### config.mk
export PLATFORM = sky130hd
export DESIGN_NAME = integer_to_english_word_tokens_unit
export DESIGN_NICKNAME = d
export VERILOG_FILES = /design/src/hdl/itew_pkg.sv /design/src/hdl/itew_bin2bcd.sv /design/src/hdl/itew_token_seq.sv /design/src/hdl/integer_to_english_word_tokens_unit.sv
export SDC_FILE = /design/constraint.sdc
export NUM_CORES = 1
export LEC_CHECK = 0
export BUFFER_PORTS_ARGS = -buffer_cell sky130_fd_sc_hd__buf_2
export CAP_MARGIN = 0
export CORE_AREA = 2 2 128 93
export CTS_CLUSTER_DIAMETER = 200
export DETAILED_ROUTE_END_ITERATION = 8
export DIE_AREA = 0 0 130 95
export GPL_ROUTABILITY_DRIVEN = 0
export HOLD_SLACK_MARGIN = 0.15
export PLACE_DENSITY = 0.83
export SYNTH_ARGS = -nofsm -noshare
export SYNTH_HDL_FRONTEND = slang
export SYNTH_HIERARCHICAL = 1
export SYNTH_SLANG_ARGS = --single-unit
### constraint.sdc
create_clock -name clk -period 8.5 [get_ports clk]
set_input_delay 2.55 -clock clk [delete_from_list [all_inputs] [get_ports clk]]
set_output_delay 2.55 -clock clk [all_outputs]
set_load 0.02 [all_outputs]
### src/hdl/itew_pkg.sv
// itew_pkg: widths, token codes and shared types for the integer-to-words unit.
// No dependencies; imported by every module under hdl.
package itew_pkg;

  localparam int NUM_W     = 31;            // input integer width
  localparam int DIGITS    = 10;            // decimal digits of the largest input
  localparam int BCD_W     = 4 * DIGITS;    // packed BCD width
  localparam int GRP_DIGITS = 12;           // four groups of three digits
  localparam int GRP_W     = 4 * GRP_DIGITS;
  localparam int TOK_W     = 5;
  localparam int CNT_W     = $clog2(NUM_W + 1);

  localparam logic [TOK_W-1:0] TOK_ZERO     = 5'd0;
  localparam logic [TOK_W-1:0] TOK_TEN      = 5'd10;
  localparam logic [TOK_W-1:0] TOK_TENS0    = 5'd20;
  localparam logic [TOK_W-1:0] TOK_HUNDRED  = 5'd28;
  localparam logic [TOK_W-1:0] TOK_THOUSAND = 5'd29;
  localparam logic [TOK_W-1:0] TOK_MILLION  = 5'd30;
  localparam logic [TOK_W-1:0] TOK_BILLION  = 5'd31;

  typedef logic [3:0] digit_t;

  // converter to sequencer: finished BCD value and its strobe
  typedef struct packed {
    logic             done;
    logic [BCD_W-1:0] bcd;
  } bcd_result_t;

  // double-dabble correction: every digit of five or more gets three added
  function automatic logic [BCD_W-1:0] bcd_adjust(input logic [BCD_W-1:0] v);
    logic [BCD_W-1:0] r;
    digit_t d;
    r = v;
    for (int i = 0; i < DIGITS; i++) begin
      d = v[4*i +: 4];
      if (d >= 4'd5) r[4*i +: 4] = d + 4'd3;
    end
    return r;
  endfunction

endpackage

### src/hdl/itew_bin2bcd.sv
// itew_bin2bcd: bit-serial binary to BCD conversion (shift and add three).
// Depends on itew_pkg.
module itew_bin2bcd
  import itew_pkg::*;
(
  input  logic             clk,
  input  logic             rst,
  input  logic             start,
  input  logic [NUM_W-1:0] number,
  output logic             busy,
  output bcd_result_t      result
);

  logic [NUM_W-1:0] bin;
  logic [BCD_W-1:0] bcd;
  logic [BCD_W-1:0] bcd_adj;
  logic [CNT_W-1:0] cnt;
  logic             done;

  assign bcd_adj = bcd_adjust(bcd);

  always_ff @(posedge clk) begin
    if (rst) begin
      busy <= 1'b0;
      done <= 1'b0;
    end else begin
      done <= !start && busy && cnt == CNT_W'(NUM_W - 1);
      if (start) begin
        busy <= 1'b1;
      end else if (busy && cnt == CNT_W'(NUM_W - 1)) begin
        busy <= 1'b0;
      end
    end
  end

  // one input bit enters the BCD register per cycle, MSB first
  always_ff @(posedge clk) begin
    if (start) begin
      bin <= number;
      bcd <= '0;
      cnt <= '0;
    end else if (busy) begin
      bcd <= {bcd_adj[BCD_W-2:0], bin[NUM_W-1]};
      bin <= {bin[NUM_W-2:0], 1'b0};
      cnt <= cnt + CNT_W'(1);
    end
  end

  assign result.done = done;
  assign result.bcd  = bcd;

  a_start_idle: assert property (@(posedge clk) disable iff (rst) start |-> !busy)
    else $error("conversion started while busy");
  a_done_ends: assert property (@(posedge clk) disable iff (rst) done |-> !busy)
    else $error("done raised while still converting");

endmodule

### src/hdl/itew_token_seq.sv
// itew_token_seq: walks the BCD groups from billions down and issues word tokens.
// Depends on itew_pkg; output held in a single register towards the master side.
module itew_token_seq
  import itew_pkg::*;
(
  input  logic             clk,
  input  logic             rst,
  input  bcd_result_t      conv,
  output logic             idle,
  output logic             out_valid,
  input  logic             out_ready,
  output logic [TOK_W-1:0] out_word,
  output logic             out_last
);

  localparam logic [2:0] S_IDLE  = 3'd0;
  localparam logic [2:0] S_GROUP = 3'd1;
  localparam logic [2:0] S_HWORD = 3'd2;
  localparam logic [2:0] S_TENS  = 3'd3;
  localparam logic [2:0] S_UNIT  = 3'd4;
  localparam logic [2:0] S_SCALE = 3'd5;

  logic [2:0]       state, state_next;
  logic [GRP_W-1:0] digits;
  logic [1:0]       grp;
  logic             can_step, emit, emit_last, shift_grp;
  logic [TOK_W-1:0] emit_word;
  digit_t           h, t, u;
  logic             rest_nz, grp_nz, has_scale, tail;

  assign h         = digits[GRP_W-1 -: 4];
  assign t         = digits[GRP_W-5 -: 4];
  assign u         = digits[GRP_W-9 -: 4];
  assign rest_nz   = |digits[GRP_W-13:0];
  assign grp_nz    = |digits[GRP_W-1 -: 12];
  assign has_scale = grp != 2'd3;
  // something follows this group's last digit word
  assign tail      = has_scale || rest_nz;
  assign can_step  = !out_valid || out_ready;
  assign idle      = state == S_IDLE;

  always_comb begin
    state_next = state;
    emit       = 1'b0;
    emit_word  = TOK_ZERO;
    emit_last  = 1'b0;
    shift_grp  = 1'b0;
    case (state)
      S_IDLE: begin
        if (conv.done) state_next = S_GROUP;
      end
      S_GROUP: begin
        if (!grp_nz && !rest_nz) begin
          // whole value is zero
          emit       = 1'b1;
          emit_last  = 1'b1;
          state_next = S_IDLE;
        end else if (!grp_nz) begin
          shift_grp = 1'b1;
        end else if (h != 4'd0) begin
          emit       = 1'b1;
          emit_word  = {1'b0, h};
          state_next = S_HWORD;
        end else begin
          state_next = S_TENS;
        end
      end
      S_HWORD: begin
        emit       = 1'b1;
        emit_word  = TOK_HUNDRED;
        emit_last  = t == 4'd0 && u == 4'd0 && !tail;
        state_next = S_TENS;
      end
      S_TENS: begin
        if (t == 4'd1) begin
          emit       = 1'b1;
          emit_word  = TOK_TEN + TOK_W'(u);
          emit_last  = !tail;
          state_next = S_SCALE;
        end else if (t != 4'd0) begin
          emit       = 1'b1;
          emit_word  = TOK_TENS0 + TOK_W'(t) - TOK_W'(2);
          emit_last  = u == 4'd0 && !tail;
          state_next = S_UNIT;
        end else begin
          state_next = S_UNIT;
        end
      end
      S_UNIT: begin
        if (u != 4'd0) begin
          emit      = 1'b1;
          emit_word = {1'b0, u};
          emit_last = !tail;
        end
        state_next = S_SCALE;
      end
      S_SCALE: begin
        if (has_scale) begin
          emit      = 1'b1;
          emit_word = TOK_BILLION - TOK_W'(grp);
          emit_last = !rest_nz;
        end
        if (rest_nz) begin
          shift_grp  = 1'b1;
          state_next = S_GROUP;
        end else begin
          state_next = S_IDLE;
        end
      end
      default: state_next = S_IDLE;
    endcase
    // nothing is left to issue once the final word has gone
    if (emit && emit_last) state_next = S_IDLE;
  end

  always_ff @(posedge clk) begin
    if (rst) begin
      state     <= S_IDLE;
      out_valid <= 1'b0;
    end else begin
      out_valid <= (out_valid && !out_ready) || (state != S_IDLE && can_step && emit);
      if (state == S_IDLE || can_step) begin
        state <= state_next;
      end
    end
  end

  always_ff @(posedge clk) begin
    if (state == S_IDLE && conv.done) begin
      digits <= {{(GRP_W - BCD_W){1'b0}}, conv.bcd};
      grp    <= 2'd0;
    end else if (state != S_IDLE && can_step) begin
      if (emit) begin
        out_word <= emit_word;
        out_last <= emit_last;
      end
      if (shift_grp) begin
        digits <= {digits[GRP_W-13:0], 12'd0};
        grp    <= grp + 2'd1;
      end
    end
  end

  a_last_ends: assert property (@(posedge clk) disable iff (rst)
      state != S_IDLE && can_step && emit && emit_last |=> state == S_IDLE)
    else $error("sequencer kept running after the final word");
  a_load_idle: assert property (@(posedge clk) disable iff (rst)
      conv.done |-> state == S_IDLE)
    else $error("BCD result arrived while words were still being issued");
  a_top_clear: assert property (@(posedge clk) disable iff (rst)
      state != S_IDLE && grp == 2'd0 |-> digits[GRP_W-1 -: 8] == 8'd0)
    else $error("billions group holds more than one digit");

endmodule

### src/hdl/integer_to_english_word_tokens_unit.sv
// integer_to_english_word_tokens_unit: top level, names a 31-bit integer as word tokens.
// Depends on itew_pkg, itew_bin2bcd and itew_token_seq.
//
//  channel | dir | handshake         | payload
//  s_*     | in  | s_tvalid/s_tready | s_tdata: number
//  m_*     | out | m_tvalid/m_tready | m_tdata: word, m_tlast: last
//
// One number passes through the bit-serial BCD converter, which then hands the
// digits over; the token sequencer steps through up to five states per nonzero
// group (hundreds, Hundred, tens, unit, scale) and one per zero group, stopping
// on the final word. A new number is taken once the sequencer has issued the
// previous final word into the output register.
// Reset is synchronous on rst. A stalled m_tready holds the sequencer in place.
module integer_to_english_word_tokens_unit
  import itew_pkg::*;
(
  input  logic        clk,
  input  logic        rst,
  input  logic        s_tvalid,
  output logic        s_tready,
  input  logic [31:0] s_tdata,   // [30:0] number, [31] zero
  output logic        m_tvalid,
  input  logic        m_tready,
  output logic [7:0]  m_tdata,   // [4:0] word, [7:5] zero
  output logic        m_tlast
);

  logic             conv_busy, seq_idle, start;
  bcd_result_t      conv;
  logic [TOK_W-1:0] word;

  assign s_tready = !conv_busy && seq_idle && !conv.done;
  assign start    = s_tvalid && s_tready;

  itew_bin2bcd u_conv (
    .clk    (clk),
    .rst    (rst),
    .start  (start),
    .number (s_tdata[NUM_W-1:0]),
    .busy   (conv_busy),
    .result (conv)
  );

  itew_token_seq u_seq (
    .clk       (clk),
    .rst       (rst),
    .conv      (conv),
    .idle      (seq_idle),
    .out_valid (m_tvalid),
    .out_ready (m_tready),
    .out_word  (word),
    .out_last  (m_tlast)
  );

  assign m_tdata = {3'd0, word};

endmodule

-- Word level (Yosys, flattened, before mapping)
Cells that the tools add are included.
- flip-flop bits (word level): 138
- input port bits: 36
- output and inout port bits: 11
- $add $sub $neg: 16
- $lt $le $gt $ge: 10
- equality and inequality tests: 10
- multiplexer cells: 51
- bitwise logic cells: 1
- reductions and logical operators: 44
- operators by type and width (cell ; count):
    $mux W40 ; 3
    $mux W31 ; 2
    $mux W4 ; 11
    $ge A4 B3 Y1 const B ; 10
    $add A4 B2 Y4 const B ; 9
    $reduce_or A36 Y1 ; 1
    $mux W5 ; 5
    $pmux W5 S5 ; 1
    $mux W1 ; 20
    $pmux W3 S6 ; 1
    $logic_and A1 B1 Y1 ; 15
    $mux W3 ; 5
    $reduce_bool A4 Y1 ; 3
    $reduce_or A12 Y1 ; 1
    $pmux W1 S5 ; 2
    $logic_not A1 Y1 ; 8
    $logic_not A4 Y1 ; 2
    $reduce_bool A2 Y1 ; 4
    $eq A3 B2 Y1 const B ; 2
    $eq A3 B3 Y1 const B ; 2
    $reduce_and A3 Y1 ; 2
    $add A4 B4 Y5 const A ; 1
    $add A5 B1 Y5 const B ; 1
    $add A5 B4 Y5 const A ; 1
    16 further kinds ; 20

-- Longest topological paths before layout
Gate-level depths: netlist (run 1).
- depth after elaboration: 10
- mapped depth: 10
- gate-level depth less buffers: 7

-- Modules after synthesis
The synthesis (run 1) kept the hierarchy.
- by module, submodules not included (module ; times used ; cells each ; area each (um^2)):
    itew_bin2bcd ; 1 ; 388 ; 3990.1
    itew_token_seq ; 1 ; 317 ; 3035.4
    integer_to_english_word_tokens_unit ; 1 ; 6 ; 46.3

-- Least setup slack after synthesis (run 1)
No wires, ideal clock.
- kind: input-to-reg
- from: input m_tready
- to: register u_seq.digits[0] (enable)
- arrival: 4.119 ns
- path slack: 3.983 ns
- cell stages on the path: 4
- buffers on the path: 1
- cells stage by stage: nor2b_1 or4_4 buf_6 nand2_1
- cells in the longest elaborated chain, start to end: 4
- ends and longest elaborated chain (what ; line ; text):
    from (decl) ; integer_to_english_word_tokens_unit.sv:23 ; input logic m_tready,
    $logic_or A1 B1 Y1 ; itew_token_seq.sv:39 ; assign can_step = !out_valid || out_ready;
    $logic_and A1 B1 Y1 ; itew_token_seq.sv:132 ; end else if (state != S_IDLE && can_step) begin
    $reduce_bool A2 Y1 (no line) ; - ;
    $reduce_and A2 Y1 (no line) ; - ;
    to (signal assigned) ; itew_token_seq.sv:130 ; digits <= {{(GRP_W - BCD_W){1'b0}}, conv.bcd};
    to (signal assigned) ; itew_token_seq.sv:138 ; digits <= {digits[GRP_W-13:0], 12'd0};
    to (decl) ; itew_token_seq.sv:24 ; logic [GRP_W-1:0] digits;
No other way between the ends.
A chain may end at the register's enable or synchronous reset.

-- Worst setup path after layout (run 1)
- from: input s_tvalid
- to: register u_conv.bin[26] (enable)
- cells in the longest elaborated chain, start to end: 2
- ends and longest elaborated chain (what ; line ; text):
    from (decl) ; integer_to_english_word_tokens_unit.sv:19 ; input logic s_tvalid,
    $logic_and A1 B1 Y1 ; integer_to_english_word_tokens_unit.sv:33 ; assign start = s_tvalid && s_tready;
    via start ; integer_to_english_word_tokens_unit.sv:28 ; logic conv_busy, seq_idle, start;
    $reduce_bool A2 Y1 (no line) ; - ;
    to (signal assigned) ; itew_bin2bcd.sv:39 ; bin <= number;
    to (signal assigned) ; itew_bin2bcd.sv:44 ; bin <= {bin[NUM_W-2:0], 1'b0};
    to (decl) ; itew_bin2bcd.sv:14 ; logic [NUM_W-1:0] bin;
The timed path passes the listed nets, and every way through them passes these cells.

==> results.md, run 1 <==
| Result | Value | Unit |
|---|---|---|
| Number of nets with antenna violations after detailed routing | 0 | - |
| Number of antenna diodes | 0 | - |
| Detailed-route wire length per cell | 17.1 | µm |
| Maximum buffer depth of the clock tree | 2 | - |
| Vertical die dimension | 95 | µm |
| Crit-path max FO | 73 | - |
| Clock tree skew after final layout | 0.00989 | ns |
| Detailed router's first-iteration violation count | 571 | - |
| Power per cell area | 297 | nW/µm² |
| Worst-skew pair later-pin latency | 0.42 | ns |
| GRT overflow | 0 | - |
| Leakage power figure | 2.98 | nW |
| Non-Filler Instances | 912 | - |
| Global routing usage summed across all routing layers | 0.263 | - |
| Slowest cell on crit path | buf_4 | - |
| Critical path required time | 8.58 | ns |
| Total Routed Length | 15600 | µm |
| Cell count after placement | 880 | - |
| Int Pwr | 1.57 | mW |
| Number of buffers inserted during clock tree synthesis | 17 | - |
| Syn Inst Count | 711 | - |
| Cell area reported after detailed placement | 7320 | µm² |
| Final worst-path cycle share | 0.530 | - |
| Combinational cell fraction of total power | 0.248 | - |
| Class of the most critical hold timing path | flop to flop | - |
| Area delta synth->final | 12.1 | % |
| Antenna violations before repair | 0 | - |
| Unrepaired setup endpoints after global routing | false | - |
| Fraction of synthesis flops using an asynchronous set or reset pin | 0 | - |
| First-pass GRT wire length | 25300 | µm |
| Tmin final | 4.50 | ns |
| Via density per instance | 6.14 | - |
| Sequential fraction of the synthesis area | 0.500 | - |
| Vias in the first global route | 5289 | - |
| Number of placement rows | 33 | - |
| Number of buffers added on ports | 42 | - |
| Synthesis-stage register bit count | 138 | - |
| Worst path cell trace | buf_2 -> and4bb_2 -> buf_4 -> nor2_1 -> inv_1 -> buf_4 | - |
| Distinct cell type count of the synthesized netlist | 67 | - |
| Area of the placeable core | 11300 | µm² |
| Relative slew slack | 0.441 | - |
| Total number of vias | 5602 | - |
| Yosys warning total | 6 | - |
| Final Instance Area | 7930 | µm² |
| Fraction of final layout cells sized beyond drive strength 1 | 0.176 | - |
| Critical path data arrival time | 4.58 | ns |
| Kind of critical path | input pin to flop | - |
| Top_reg_cell synth | edfxtp_1 | - |
| Most common library cell in the layout ignoring fill and taps | nand2_1 | - |
| CTS Root Cell | clkbuf_16 | - |
| IO Pins | 47 | - |
| Clock share of power | 0.325 | - |
| Final routed DRC violation total | 0 | - |
| Worst hold slack across all endpoints | 0.488 | ns |
| Cell family with most CP delay | buffers and inverters | - |
| Max VDD drop | 0.000234 | V |
| Largest net degree at the start of global routing | 78 | - |
| Clock Pin Slew Worst Setup and Hold Paths | 0.06 | ns |
| Area enclosed by the die boundary | 12400 | µm² |
| Core occupancy in the finished layout | 0.703 | - |
| DIE WIDTH | 130 | µm |
| Synthesized area | 7070 | µm² |
| Final setup vio count | 0 | - |
| Max Transition Viols Final | 0 | - |
| Highest attainable clock frequency | 0.222 | GHz |
| Total number of nets in the final design | 804 | - |
| Hold violation total from the final report | 0 | - |
| CTS Sinks | 138 | - |
| Max-capacitance violation count | 0 | - |
| Launching element type of the critical path | input pin | - |
| # Post-CTS Setup Buffers | 0 | - |
| Sum Neg Setup Slack | 0 | ns |
| Leading cell types in the layout, fill and taps excluded | nand2_1, edfxtp_1, dfxtp_1 | - |
| Sequential fraction of design power | 0.427 | - |
| Capturing element type of the critical path | flop | - |
| Critical Path Max Stage Delay | 0.66 | ns |
| Tightest Pin Transition | 0.838 | ns |
| Average cell area after synthesis | 9.95 | µm² |
| Hold-fix buffer count after cts | 0 | - |
| Number of gates resized after CTS | 0 | - |
| Outcome | completed | - |
| Number of enable flip-flop cells after synthesis | 77 | - |
| Count of buffer and inverter cells on the critical path | 4 | - |
| Switching Power | 780 | µW |
| Switching share of total power | 0.332 | - |
| Clock tree from TritonCTS | yes | - |
| Fillcell total | 793 | - |
| Most frequent CP cell | buf_4 | - |
| Effective utilization at floorplan | 0.627 | - |
| Detailed-router iteration count before antenna repair | 7 | - |
| Max H-tree Level | 4 | - |
| Half-perimeter wire length after detailed placement | 9960 | µm |
flip-flops by register name, indices dropped and copies added, names as in the netlist:
name,flops
u_seq/grp,2
u_seq/out_word,5
u_seq/digits,48
u_conv/cnt,5
u_conv/done,1
u_conv/busy,1
u_conv/bcd,40
u_seq/out_last,1
u_seq/state,3
u_conv/bin,31
u_seq/out_valid,1
cell families after synthesis:
family / Yosys count / share of synthesized area
adder cells (fa/ha/maj): 26 / 0.0460
AO/OA/AOI/OAI: 151 / 0.145
other: 1 / 0.000530
XOR/XNOR: 7 / 0.00867
flip-flops: 138 / 0.500
AND/OR/NAND/NOR: 268 / 0.183
buffers and inverters: 79 / 0.0529
multiplexers: 41 / 0.0633
metal layers:
metal  vias to the layer above  wire length (µm)  GRT usage
li1                       2647                 -          -
met1                      2674              6810      0.354
met2                       247              7470      0.426
met3                        34              1060     0.0544
met4                         0               227     0.0905
met5                         -                 0          0
tightest hold or removal path: cells and delay by family (launching register included):
family	cells	cell delay, ns
flops	1	0.32
mux	1	0.06
simple gates	1	0.07
path summary, 6_finish.rpt:
check	cells past startpoint	start	slack (ns)	endpoint
max	6	s_tvalid	4.00	u_conv/bin[26]
min	2	u_conv/bin[30]	0.49	u_conv/bcd[0]
max reg2reg	7	u_seq/state[1]	5.15	u_conv/bin[26]
min reg2reg	2	u_conv/bin[30]	0.49	u_conv/bcd[0]
stage by stage:
stage	setup WS (ns)	power, mW
after floorplan	3.98	1.43
after global placement	3.68	1.52
after detailed placement	3.59	1.58
after CTS	4.02	2.35
after global routing	3.87	2.48
final	4.00	2.35
synth_stat cells, types with 8 or more instances:
cell type	n	share of area
clkbuf_1	18	0.0096
mux2_2	30	0.048
nor3_1	15	0.011
ha_1	26	0.046
or3_1	8	0.0071
nand3_1	16	0.011
and3_1	15	0.013
buf_2	8	0.0057
nor2_1	40	0.021
o22ai_1	10	0.0088
nand2_1	118	0.063
dfxtp_1	61	0.17
a21oi_1	46	0.033
nor4_1	12	0.011
edfxtp_1	77	0.33
inv_1	39	0.021
mux2i_1	11	0.016
nand4_1	9	0.0080
o21ai_0	31	0.022
nand2b_1	8	0.0071
layout make-up:
cell class                 instances  area [µm²]  area share
timing repair buffer              49         263      0.0331
clock inverter                    15         186      0.0235
sequential                       138        3530       0.446
multi-input combinational        496        3170       0.400
clock buffer                      17         425      0.0537
inverter                          40         150      0.0189
tap                              157         196      0.0248
power by group through the flow:
stage	registers, mW	clock network, mW	logic, mW
after global placement	1.00	0	0.517
after global routing	1.03	0.801	0.649
after floorplan	0.966	0	0.464
after CTS	1.00	0.773	0.577
final	1.01	0.764	0.584
after detailed placement	1.01	0	0.566
Note: power is estimated with default switching activity, not from simulation.
==> run 2, diff against run 1 <==
--- a/config.mk
+++ b/config.mk
@@ -7,13 +7,13 @@
 export LEC_CHECK = 0
 export BUFFER_PORTS_ARGS = -buffer_cell sky130_fd_sc_hd__buf_2
 export CAP_MARGIN = 0
-export CORE_AREA = 2 2 128 93
+export CORE_AREA = 2 2 132 96
 export CTS_CLUSTER_DIAMETER = 200
 export DETAILED_ROUTE_END_ITERATION = 8
-export DIE_AREA = 0 0 130 95
+export DIE_AREA = 0 0 134 98
 export GPL_ROUTABILITY_DRIVEN = 0
 export HOLD_SLACK_MARGIN = 0.15
-export PLACE_DENSITY = 0.83
+export PLACE_DENSITY = 0.79
 export SYNTH_ARGS = -nofsm -noshare
 export SYNTH_HDL_FRONTEND = slang
 export SYNTH_HIERARCHICAL = 1
==> constraint.sdc (replaced) <==
create_clock -name clk -period 4.43 [get_ports clk]
set_input_delay 1.329 -clock clk [delete_from_list [all_inputs] [get_ports clk]]
set_output_delay 1.329 -clock clk [all_outputs]
set_load 0.02 [all_outputs]
==> run 2 against run 1 <==
Combinational power is 88% higher; design area increased by 0.24%; via count down 1.4%; clock skew about the same; clock power rose by 90%; sequential share of layout area down 0.11 points; routed wire length shrank 3.3%.
==> results.md, run 2 (synthesis results as in run 1) <==
| Result | Value | Unit | vs previous |
|---|---|---|---|
| Max H-tree Level | 4 | - | unchanged |
| DIE WIDTH | 134 | µm | +3.1% |
| GRT overflow | 0 | - | unchanged |
| First element of the critical path | u_seq/state[1] | - |  |
| Number of antenna diodes | 0 | - | unchanged |
| Highest attainable clock frequency | 0.310 | GHz |  |
| CTS Sinks | 138 | - | unchanged |
| Tmin final | 3.23 | ns |  |
| Max VDD drop | 0.000340 | V | +45% |
| Int Pwr | 3.02 | mW | +92% |
| Clock Pin Slew Worst Setup and Hold Paths | 0.06 | ns | about the same |
| Leakage power figure | 2.99 | nW | about the same |
| Total Routed Length | 15000 | µm | -3.3% |
| Slowest cell on crit path | dfxtp_1 | - |  |
| Detailed-router iteration count before antenna repair | 5 | - | -2 |
| Capturing element type of the critical path | output port | - |  |
| Tightest Pin Transition | 0.811 | ns | -0.0272 ns |
| First-pass GRT wire length | 25000 | µm | -1.1% |
| Unrepaired setup endpoints after global routing | false | - |  |
| Max FFs per register | 48 | - | unchanged |
| Number of buffers inserted during clock tree synthesis | 17 | - | unchanged |
| Clock tree from TritonCTS | yes | - |  |
| Number of buffers added on ports | 42 | - | unchanged |
| Detailed-route wire length per cell | 16.4 | µm | -3.9% |
| Power, Total | 4.47 | mW | +90% |
| Global routing usage summed across all routing layers | 0.239 | - | -0.0245 |
| Relative slew slack | 0.455 | - | +0.0140 |
| Number of gates resized after CTS | 0 | - | unchanged |
| Number of nets with antenna violations after detailed routing | 0 | - | unchanged |
| Hold violation total from the final report | 0 | - | unchanged |
| Launching element type of the critical path | flop | - |  |
| Final setup vio count | 0 | - | unchanged |
| Kind of critical path | flop to output port | - |  |
| Half-perimeter wire length after detailed placement | 10200 | µm | +2.2% |
| Number of placement rows | 34 | - | +3.0% |
| Core occupancy in the finished layout | 0.665 | - | -0.0385 |
| Sum Neg Setup Slack | 0 | ns | unchanged |
| Worst hold slack across all endpoints | 0.487 | ns | -0.00147 ns |
| Worst Reg-to-Reg Cells | 6 | - | -1 |
| Clock tree skew after final layout | 0.00958 | ns | -0.000314 ns |
| # Post-CTS Setup Buffers | 0 | - | unchanged |
| Max Transition Viols Final | 0 | - | unchanged |
| Leading cell types in the layout, fill and taps excluded | nand2_1, edfxtp_1, dfxtp_1 | - |  |
| Fraction of final layout cells sized beyond drive strength 1 | 0.176 | - | -0.000233 |
| Worst path cell trace | nor3_1 -> buf_4 -> nor3b_1 -> buf_2 | - |  |
| RR Startpoint | u_seq/digits[37] | - |  |
| Count of buffer and inverter cells on the critical path | 2 | - | -2 |
| Total number of vias | 5522 | - | -1.4% |
| Detailed router's first-iteration violation count | 578 | - | +1.2% |
| Crit-path max FO | 18 | - | -75% |
| Area delta synth->final | 12.4 | % |  |
| IO Pins | 47 | - | unchanged |
| Area enclosed by the die boundary | 13100 | µm² | +6.3% |
| Power per cell area | 563 | nW/µm² | +90% |
| Total number of nets in the final design | 805 | - | +0.12% |
| Final worst-path cycle share | 0.729 | - |  |
| Maximum buffer depth of the clock tree | 2 | - | unchanged |
| Fillcell total | 868 | - | +9.5% |
| Largest register by flop count | u_seq/digits | - |  |
| Critical path data arrival time | 1.90 | ns | -2.68 ns |
| Hold path start | u_seq/out_valid | - |  |
| Top Registers | u_seq/digits (48), u_conv/bcd (40), u_conv/bin (31) | - |  |
| Outcome | completed | - |  |
| Class of the most critical hold timing path | flop to flop | - |  |
| Combinational cell fraction of total power | 0.245 | - | -0.003 |
| Register-to-register setup slack | 1.37 | ns | -3.78 ns |
| Via density per instance | 6.02 | - | -2.1% |
| Antenna violations before repair | 0 | - | unchanged |
| Vias in the first global route | 5205 | - | -1.6% |
| Area of the placeable core | 12000 | µm² | +6.0% |
| Largest net degree at the start of global routing | 77 | - | -1.3% |
| Switching Power | 1.45 | mW | +86% |
| Clock share of power | 0.324 | - | about the same |
| Final routed DRC violation total | 0 | - | unchanged |
| Max-capacitance violation count | 0 | - | unchanged |
| Switching share of total power | 0.324 | - | -0.00771 |
| Effective utilization at floorplan | 0.592 | - | -0.0358 |
| Vertical die dimension | 98 | µm | +3.2% |
| CTS Root Cell | clkbuf_16 | - |  |
| Worst-skew pair later-pin latency | 0.42 | ns | about the same |
| Hold-fix buffer count after cts | 0 | - | unchanged |
| Most common library cell in the layout ignoring fill and taps | nand2_1 | - |  |
| Cells on Worst Hold Path | 2 | - | unchanged |
| Critical path required time | 3.10 | ns | -5.48 ns |
| Cell family with most CP delay | simple AND/OR/NAND/NOR gates | - |  |
| Endpoint with the worst hold slack | u_seq/out_valid | - |  |
| Sequential fraction of design power | 0.431 | - | +0.004 |
| Critical Path Max Stage Delay | 0.50 | ns | -0.16 ns |
| End of the worst register-to-register path | u_seq/digits[3] | - |  |
run 2: cell types whose count changed in the layout (fill, tap and decap cells not counted):
cell        delta
clkinv_1       -1
clkinv_4       +1
clkbuf_1       +2
clkinvlp_4     +1
buf_4          +1
clkbuf_16      +2
inv_6          -4
bufinv_16      -1
run 2: how the worst max path moves through the flow:
stage	end	cells after the start
2_1_floorplan	u_seq/digits[0]	4
3_3_place_gp	u_seq/digits[6]	5
3_5_place_dp	u_seq/digits[2]	5
4_1_cts	s_tready	4
5_1_grt	s_tready	4
6_report	s_tready	4
run 2: power by group through the flow:
stage	Combinational, mW	Clock, mW	Sequential, mW
3_5_place_dp	1.07	0	1.94
2_1_floorplan	0.891	0	1.85
5_1_grt	1.23	1.52	1.97
4_1_cts	1.09	1.47	1.92
3_3_place_gp	1.00	0	1.92
6_report	1.10	1.45	1.93
run 2: tightest hold or removal path, stage by stage (launching register included):
cell and delay (ns):
dfxtp_1 0.32, nand2b_1 0.07, a21oi_1 0.06
run 2: metrics by stage:
stage	instance area (µm²)	std cells	worst slack (ns)
after floorplan	7080	713	1.13
after global placement	7330	886	1.22
after detailed placement	7330	886	1.17
after CTS	7950	918	1.20
after global routing	7950	918	1.08
final	7950	918	1.20
run 2: cell type report:
type / count / area [µm²] / share of cell area
multi-input combinational: 496 / 3170 / 0.399
clock inverter: 11 / 134 / 0.0168
clock buffer: 21 / 483 / 0.0608
inverter: 40 / 150 / 0.0189
sequential: 138 / 3530 / 0.445
tap: 162 / 203 / 0.0255
timing repair buffer: 50 / 270 / 0.0340
run 2: routing by layer:
layer  wire, µm  vias to the layer above  GRT usage  share of wire
met5          0                        -          0              0
met4        155                        0     0.0704          0.010
met3       1100                       20     0.0639          0.073
met2       7010                      230      0.373           0.47
met1       6780                     2616      0.329           0.45
li1           -                     2656          -              -
==> run 3, diff against run 2 <==
--- a/config.mk
+++ b/config.mk
@@ -5,15 +5,16 @@
 export SDC_FILE = /design/constraint.sdc
 export NUM_CORES = 1
 export LEC_CHECK = 0
+export ABC_AREA = 1
 export BUFFER_PORTS_ARGS = -buffer_cell sky130_fd_sc_hd__buf_2
 export CAP_MARGIN = 0
-export CORE_AREA = 2 2 132 96
+export CORE_AREA = 2 2 141 102
 export CTS_CLUSTER_DIAMETER = 200
 export DETAILED_ROUTE_END_ITERATION = 8
-export DIE_AREA = 0 0 134 98
+export DIE_AREA = 0 0 143 104
 export GPL_ROUTABILITY_DRIVEN = 0
 export HOLD_SLACK_MARGIN = 0.15
-export PLACE_DENSITY = 0.79
+export PLACE_DENSITY = 0.75
 export SYNTH_ARGS = -nofsm -noshare
 export SYNTH_HDL_FRONTEND = slang
 export SYNTH_HIERARCHICAL = 1
==> constraint.sdc (replaced) <==
create_clock -name clk -period 2.9 [get_ports clk]
set_input_delay 0.87 -clock clk [delete_from_list [all_inputs] [get_ports clk]]
set_output_delay 0.87 -clock clk [all_outputs]
set_load 0.02 [all_outputs]
==> run 3 against run 2 <==
Synthesized cell count up 22%; routed wire length is 5.8% lower; setup slack worse by 0.69 ns; final cell count up 21%; global-route usage decreased by 3.7 points; register-to-register slack worse by 0.86 ns; first-iteration DRC count decreased by 26%; core utilization decreased by 6.6 points; count of clock-buffer cells in the layout shrank 4; hold slack lost 0.022 ns; largest cell class unchanged; largest power group unchanged; highest routed layer unchanged.
==> results.md, run 3 <==
| Result | Value | Unit | vs previous |
|---|---|---|---|
| Outcome | completed | - |  |
| Sequential fraction of design power | 0.434 | - | +0.003 |
| Met2 usage | 0.296 | - | -0.0769 |
| Kind of critical path | flop to flop | - |  |
| Largest register by flop count | u_seq/digits | - |  |
| Clock Pin Slew Worst Setup and Hold Paths | 0.06 | ns | about the same |
| Int Pwr | 4.46 | mW | +47% |
| Distinct cell type count of the synthesized netlist | 40 | - | -40% |
| Maximum buffer depth of the clock tree | 2 | - | unchanged |
| Number of nets with antenna violations after detailed routing | 0 | - | unchanged |
| Hold-fix buffer count after cts | 0 | - | unchanged |
| Sequential fraction of the synthesis area | 0.486 | - | -0.0141 |
| Leading post-synthesis cells by instance count | nand2_1, inv_1, nor2_1, edfxtp_1, nand3_1 | - |  |
| Capturing element type of the critical path | flop | - |  |
| Largest area contributor in the netlist | edfxtp_1 | - |  |
| Number of buffers inserted during clock tree synthesis | 17 | - | unchanged |
| Final worst-path cycle share | 0.825 | - |  |
| Half-perimeter wire length after detailed placement | 9340 | µm | -8.3% |
| Max-capacitance violation count | 0 | - | unchanged |
| Fraction of synthesis flops using an asynchronous set or reset pin | 0 | - | unchanged |
| Fillcell total | 1176 | - | +35% |
| Highest attainable clock frequency | 0.418 | GHz |  |
| Via density per instance | 4.96 | - | -18% |
| Slowest cell on crit path | dfxtp_1 | - |  |
| Crit-path max FO | 43 | - | +25 |
| Relative slew slack | 0.420 | - | -0.0350 |
| Detailed router's first-iteration violation count | 425 | - | -26% |
| Class of the most critical hold timing path | flop to flop | - |  |
| Number of enable flip-flop cells after synthesis | 77 | - | unchanged |
| Critical path data arrival time | 2.70 | ns | +0.80 ns |
| Max FFs per register | 48 | - | unchanged |
| Detailed-router iteration count before antenna repair | 5 | - | unchanged |
| Hold violation total from the final report | 0 | - | unchanged |
| Max H-tree Level | 4 | - | unchanged |
| Vias in the first global route | 4927 | - | -5.3% |
| Max Transition Viols Final | 0 | - | unchanged |
| Tmin final | 2.39 | ns |  |
| Synthesis-stage register bit count | 138 | - | unchanged |
| Top area cells in the synthesized netlist | edfxtp_1, dfxtp_1, nand2_1 | - |  |
| GRT overflow | 0 | - | unchanged |
| CTS Root Cell | clkbuf_16 | - |  |
| Worst-skew pair later-pin latency | 0.42 | ns | about the same |
| Average cell area after synthesis | 8.39 | µm² | -16% |
| GRT Max-Usage Layer | met2 | - |  |
| Number of placement rows | 36 | - | +5.9% |
| Critical path required time | 3.21 | ns | +0.11 ns |
| Combinational cell fraction of total power | 0.274 | - | +0.029 |
| Area of the placeable core | 13600 | µm² | +13% |
| Switching share of total power | 0.355 | - | +0.0310 |
| Largest net degree at the start of global routing | 56 | - | -27% |
| Number of gates resized after CTS | 0 | - | unchanged |
| Max VDD drop | 0.000518 | V | +53% |
| Fraction of final layout cells sized beyond drive strength 1 | 0.174 | - | -0.00149 |
| Vertical die dimension | 104 | µm | +6.1% |
| Unrepaired setup endpoints after global routing | false | - |  |
| Area delta synth->final | 11.6 | % |  |
| Sum Neg Setup Slack | 0 | ns | unchanged |
| Global routing usage summed across all routing layers | 0.202 | - | -0.0365 |
| Final routed DRC violation total | 0 | - | unchanged |
| Top Registers | u_seq/digits (48), u_conv/bcd (40), u_conv/bin (31) | - |  |
| Most frequent cell after synthesis | nand2_1 | - |  |
| Antenna violations before repair | 0 | - | unchanged |
| Detailed-route wire length per cell | 12.7 | µm | -22% |
| Clock tree skew after final layout | 0.0112 | ns | +0.00159 ns |
| Met1 Resource Use GR | 0.294 | - | -0.0348 |
| Most frequent CP cell | inv_2 | - |  |
| Effective utilization at floorplan | 0.537 | - | -0.0549 |
| Leading cell types in the layout, fill and taps excluded | nand2_1, inv_1, nor2_1 | - |  |
| Syn Inst Count | 867 | - | +22% |
| First-pass GRT wire length | 23800 | µm | -4.8% |
| CTS Sinks | 138 | - | unchanged |
| Clock share of power | 0.292 | - | -0.032 |
| Tightest Pin Transition | 0.867 | ns | +0.0566 ns |
| Clock tree from TritonCTS | yes | - |  |
| Launching element type of the critical path | flop | - |  |
| Total number of nets in the final design | 972 | - | +21% |
| Worst-case setup slack after placement | 0.377 | ns | -0.794 ns |
| Synthesized area | 7280 | µm² | +2.9% |
| # Post-CTS Setup Buffers | 0 | - | unchanged |
| Power per cell area | 851 | nW/µm² | +51% |
| Routing usage on met3 | 0.0479 | - | -0.0160 |
| Yosys warning total | 6 | - | unchanged |
| Total number of vias | 5516 | - | -0.11% |
| Most common library cell in the layout ignoring fill and taps | nand2_1 | - |  |
| Switching Power | 2.45 | mW | +69% |
| Number of antenna diodes | 0 | - | unchanged |
| Top cell type's share of synthesized area | 0.318 | - | -0.00922 |
| Top_reg_cell synth | edfxtp_1 | - |  |
| Critical Path Max Stage Delay | 0.36 | ns | -0.14 ns |
| Worst path cell trace | nor2_1 -> inv_2 -> nor2_4 -> nand3_2 -> nor2_2 -> inv_6 -> nand2_4 -> inv_2 -> nand3_1 -> nand2_1 | - |  |
| Leakage power figure | 3.66 | nW | +23% |
| Area enclosed by the die boundary | 14900 | µm² | +13% |
| Total Routed Length | 14200 | µm | -5.8% |
| Final setup vio count | 0 | - | unchanged |
| Worst-case setup margin in the final layout | 0.507 | ns | -0.692 ns |
| DIE WIDTH | 143 | µm | +6.7% |
| IO Pins | 47 | - | unchanged |
| Number of buffers added on ports | 42 | - | unchanged |
==> run 3: cell types whose count changed in the layout (fill, tap and decap cells not counted), sizes merged, moves of 9 or more <==
cell | previous run | this run
nor2 | 40 | 95
and3 | 15 | 0
a21oi | 46 | 21
nand2 | 118 | 300
nor4 | 12 | 0
inv | 41 | 105
or3 | 9 | 0
o22ai | 11 | 0
mux2i | 11 | 0
nand3 | 16 | 78
nand2b | 9 | 0
nor3 | 16 | 5
==> run 3: worst paths after layout <==
path	cells after the start	from	slack, ns	to
setup reg to reg	10	u_seq/state[0]	0.51	u_conv/bcd[17]
hold reg to reg	2	u_conv/bin[30]	0.47	u_conv/bcd[0]
setup / recovery	10	u_seq/state[0]	0.51	u_conv/bcd[17]
hold / removal	2	u_conv/bin[30]	0.47	u_conv/bcd[0]
==> run 3: cell families after synthesis <==
family          synth area share
simple gates               0.287
mux                       0.0371
fa+ha+maj                 0.0447
other cells             0.000515
flops                      0.486
xor+xnor                 0.00241
compound gates            0.0567
buf+inv                   0.0861
==> run 3: worst max-delay path: cells and delay by family, from the launching register on <==
family        cells  cell delay [ns]
buf+inv           3             0.62
flops             1             0.36
simple gates      7             1.30
==> run 3: layout make-up <==
cell class,count,area (µm²),share of cell area
Timing Repair Buffer,49,288,0.0354
Tap cell,190,238,0.0293
Clock inverter,15,134,0.0165
Inverter,99,379,0.0467
Multi-Input combinational cell,605,3120,0.385
Clock buffer,17,425,0.0524
Sequential cell,138,3530,0.435
==> run 3: power by group through the flow <==
stage | clock network (mW) | registers [mW] | logic, mW
after floorplan | 0 | 3.02 | 1.49
after global placement | 0 | 3.02 | 1.86
after detailed placement | 0 | 3.03 | 1.89
after CTS | 2.07 | 3.00 | 1.90
after global routing | 2.15 | 3.06 | 2.16
final | 2.02 | 3.00 | 1.89
==> run 3: metrics by stage <==
| step | hold WS, ns | cells | area, µm² | power [mW] | util |
|---|---|---|---|---|---|
| floorplan | 0.428 | 869 | 7280 | 4.51 | - |
| global placement | 0.457 | 1081 | 7560 | 4.88 | 0.558 |
| detailed placement | 0.437 | 1081 | 7560 | 4.93 | 0.558 |
| CTS | 0.473 | 1113 | 8120 | 6.97 | 0.599 |
| global route | 0.491 | 1113 | 8120 | 7.37 | 0.599 |
| finish | 0.465 | 1113 | 8120 | 6.91 | 0.599 |
==> run 3: layer usage <==
metal	part of all wire	routed length, µm
met1	0.50	7050
met2	0.45	6310
met3	0.047	672
met4	0.0099	141
met5	0	0
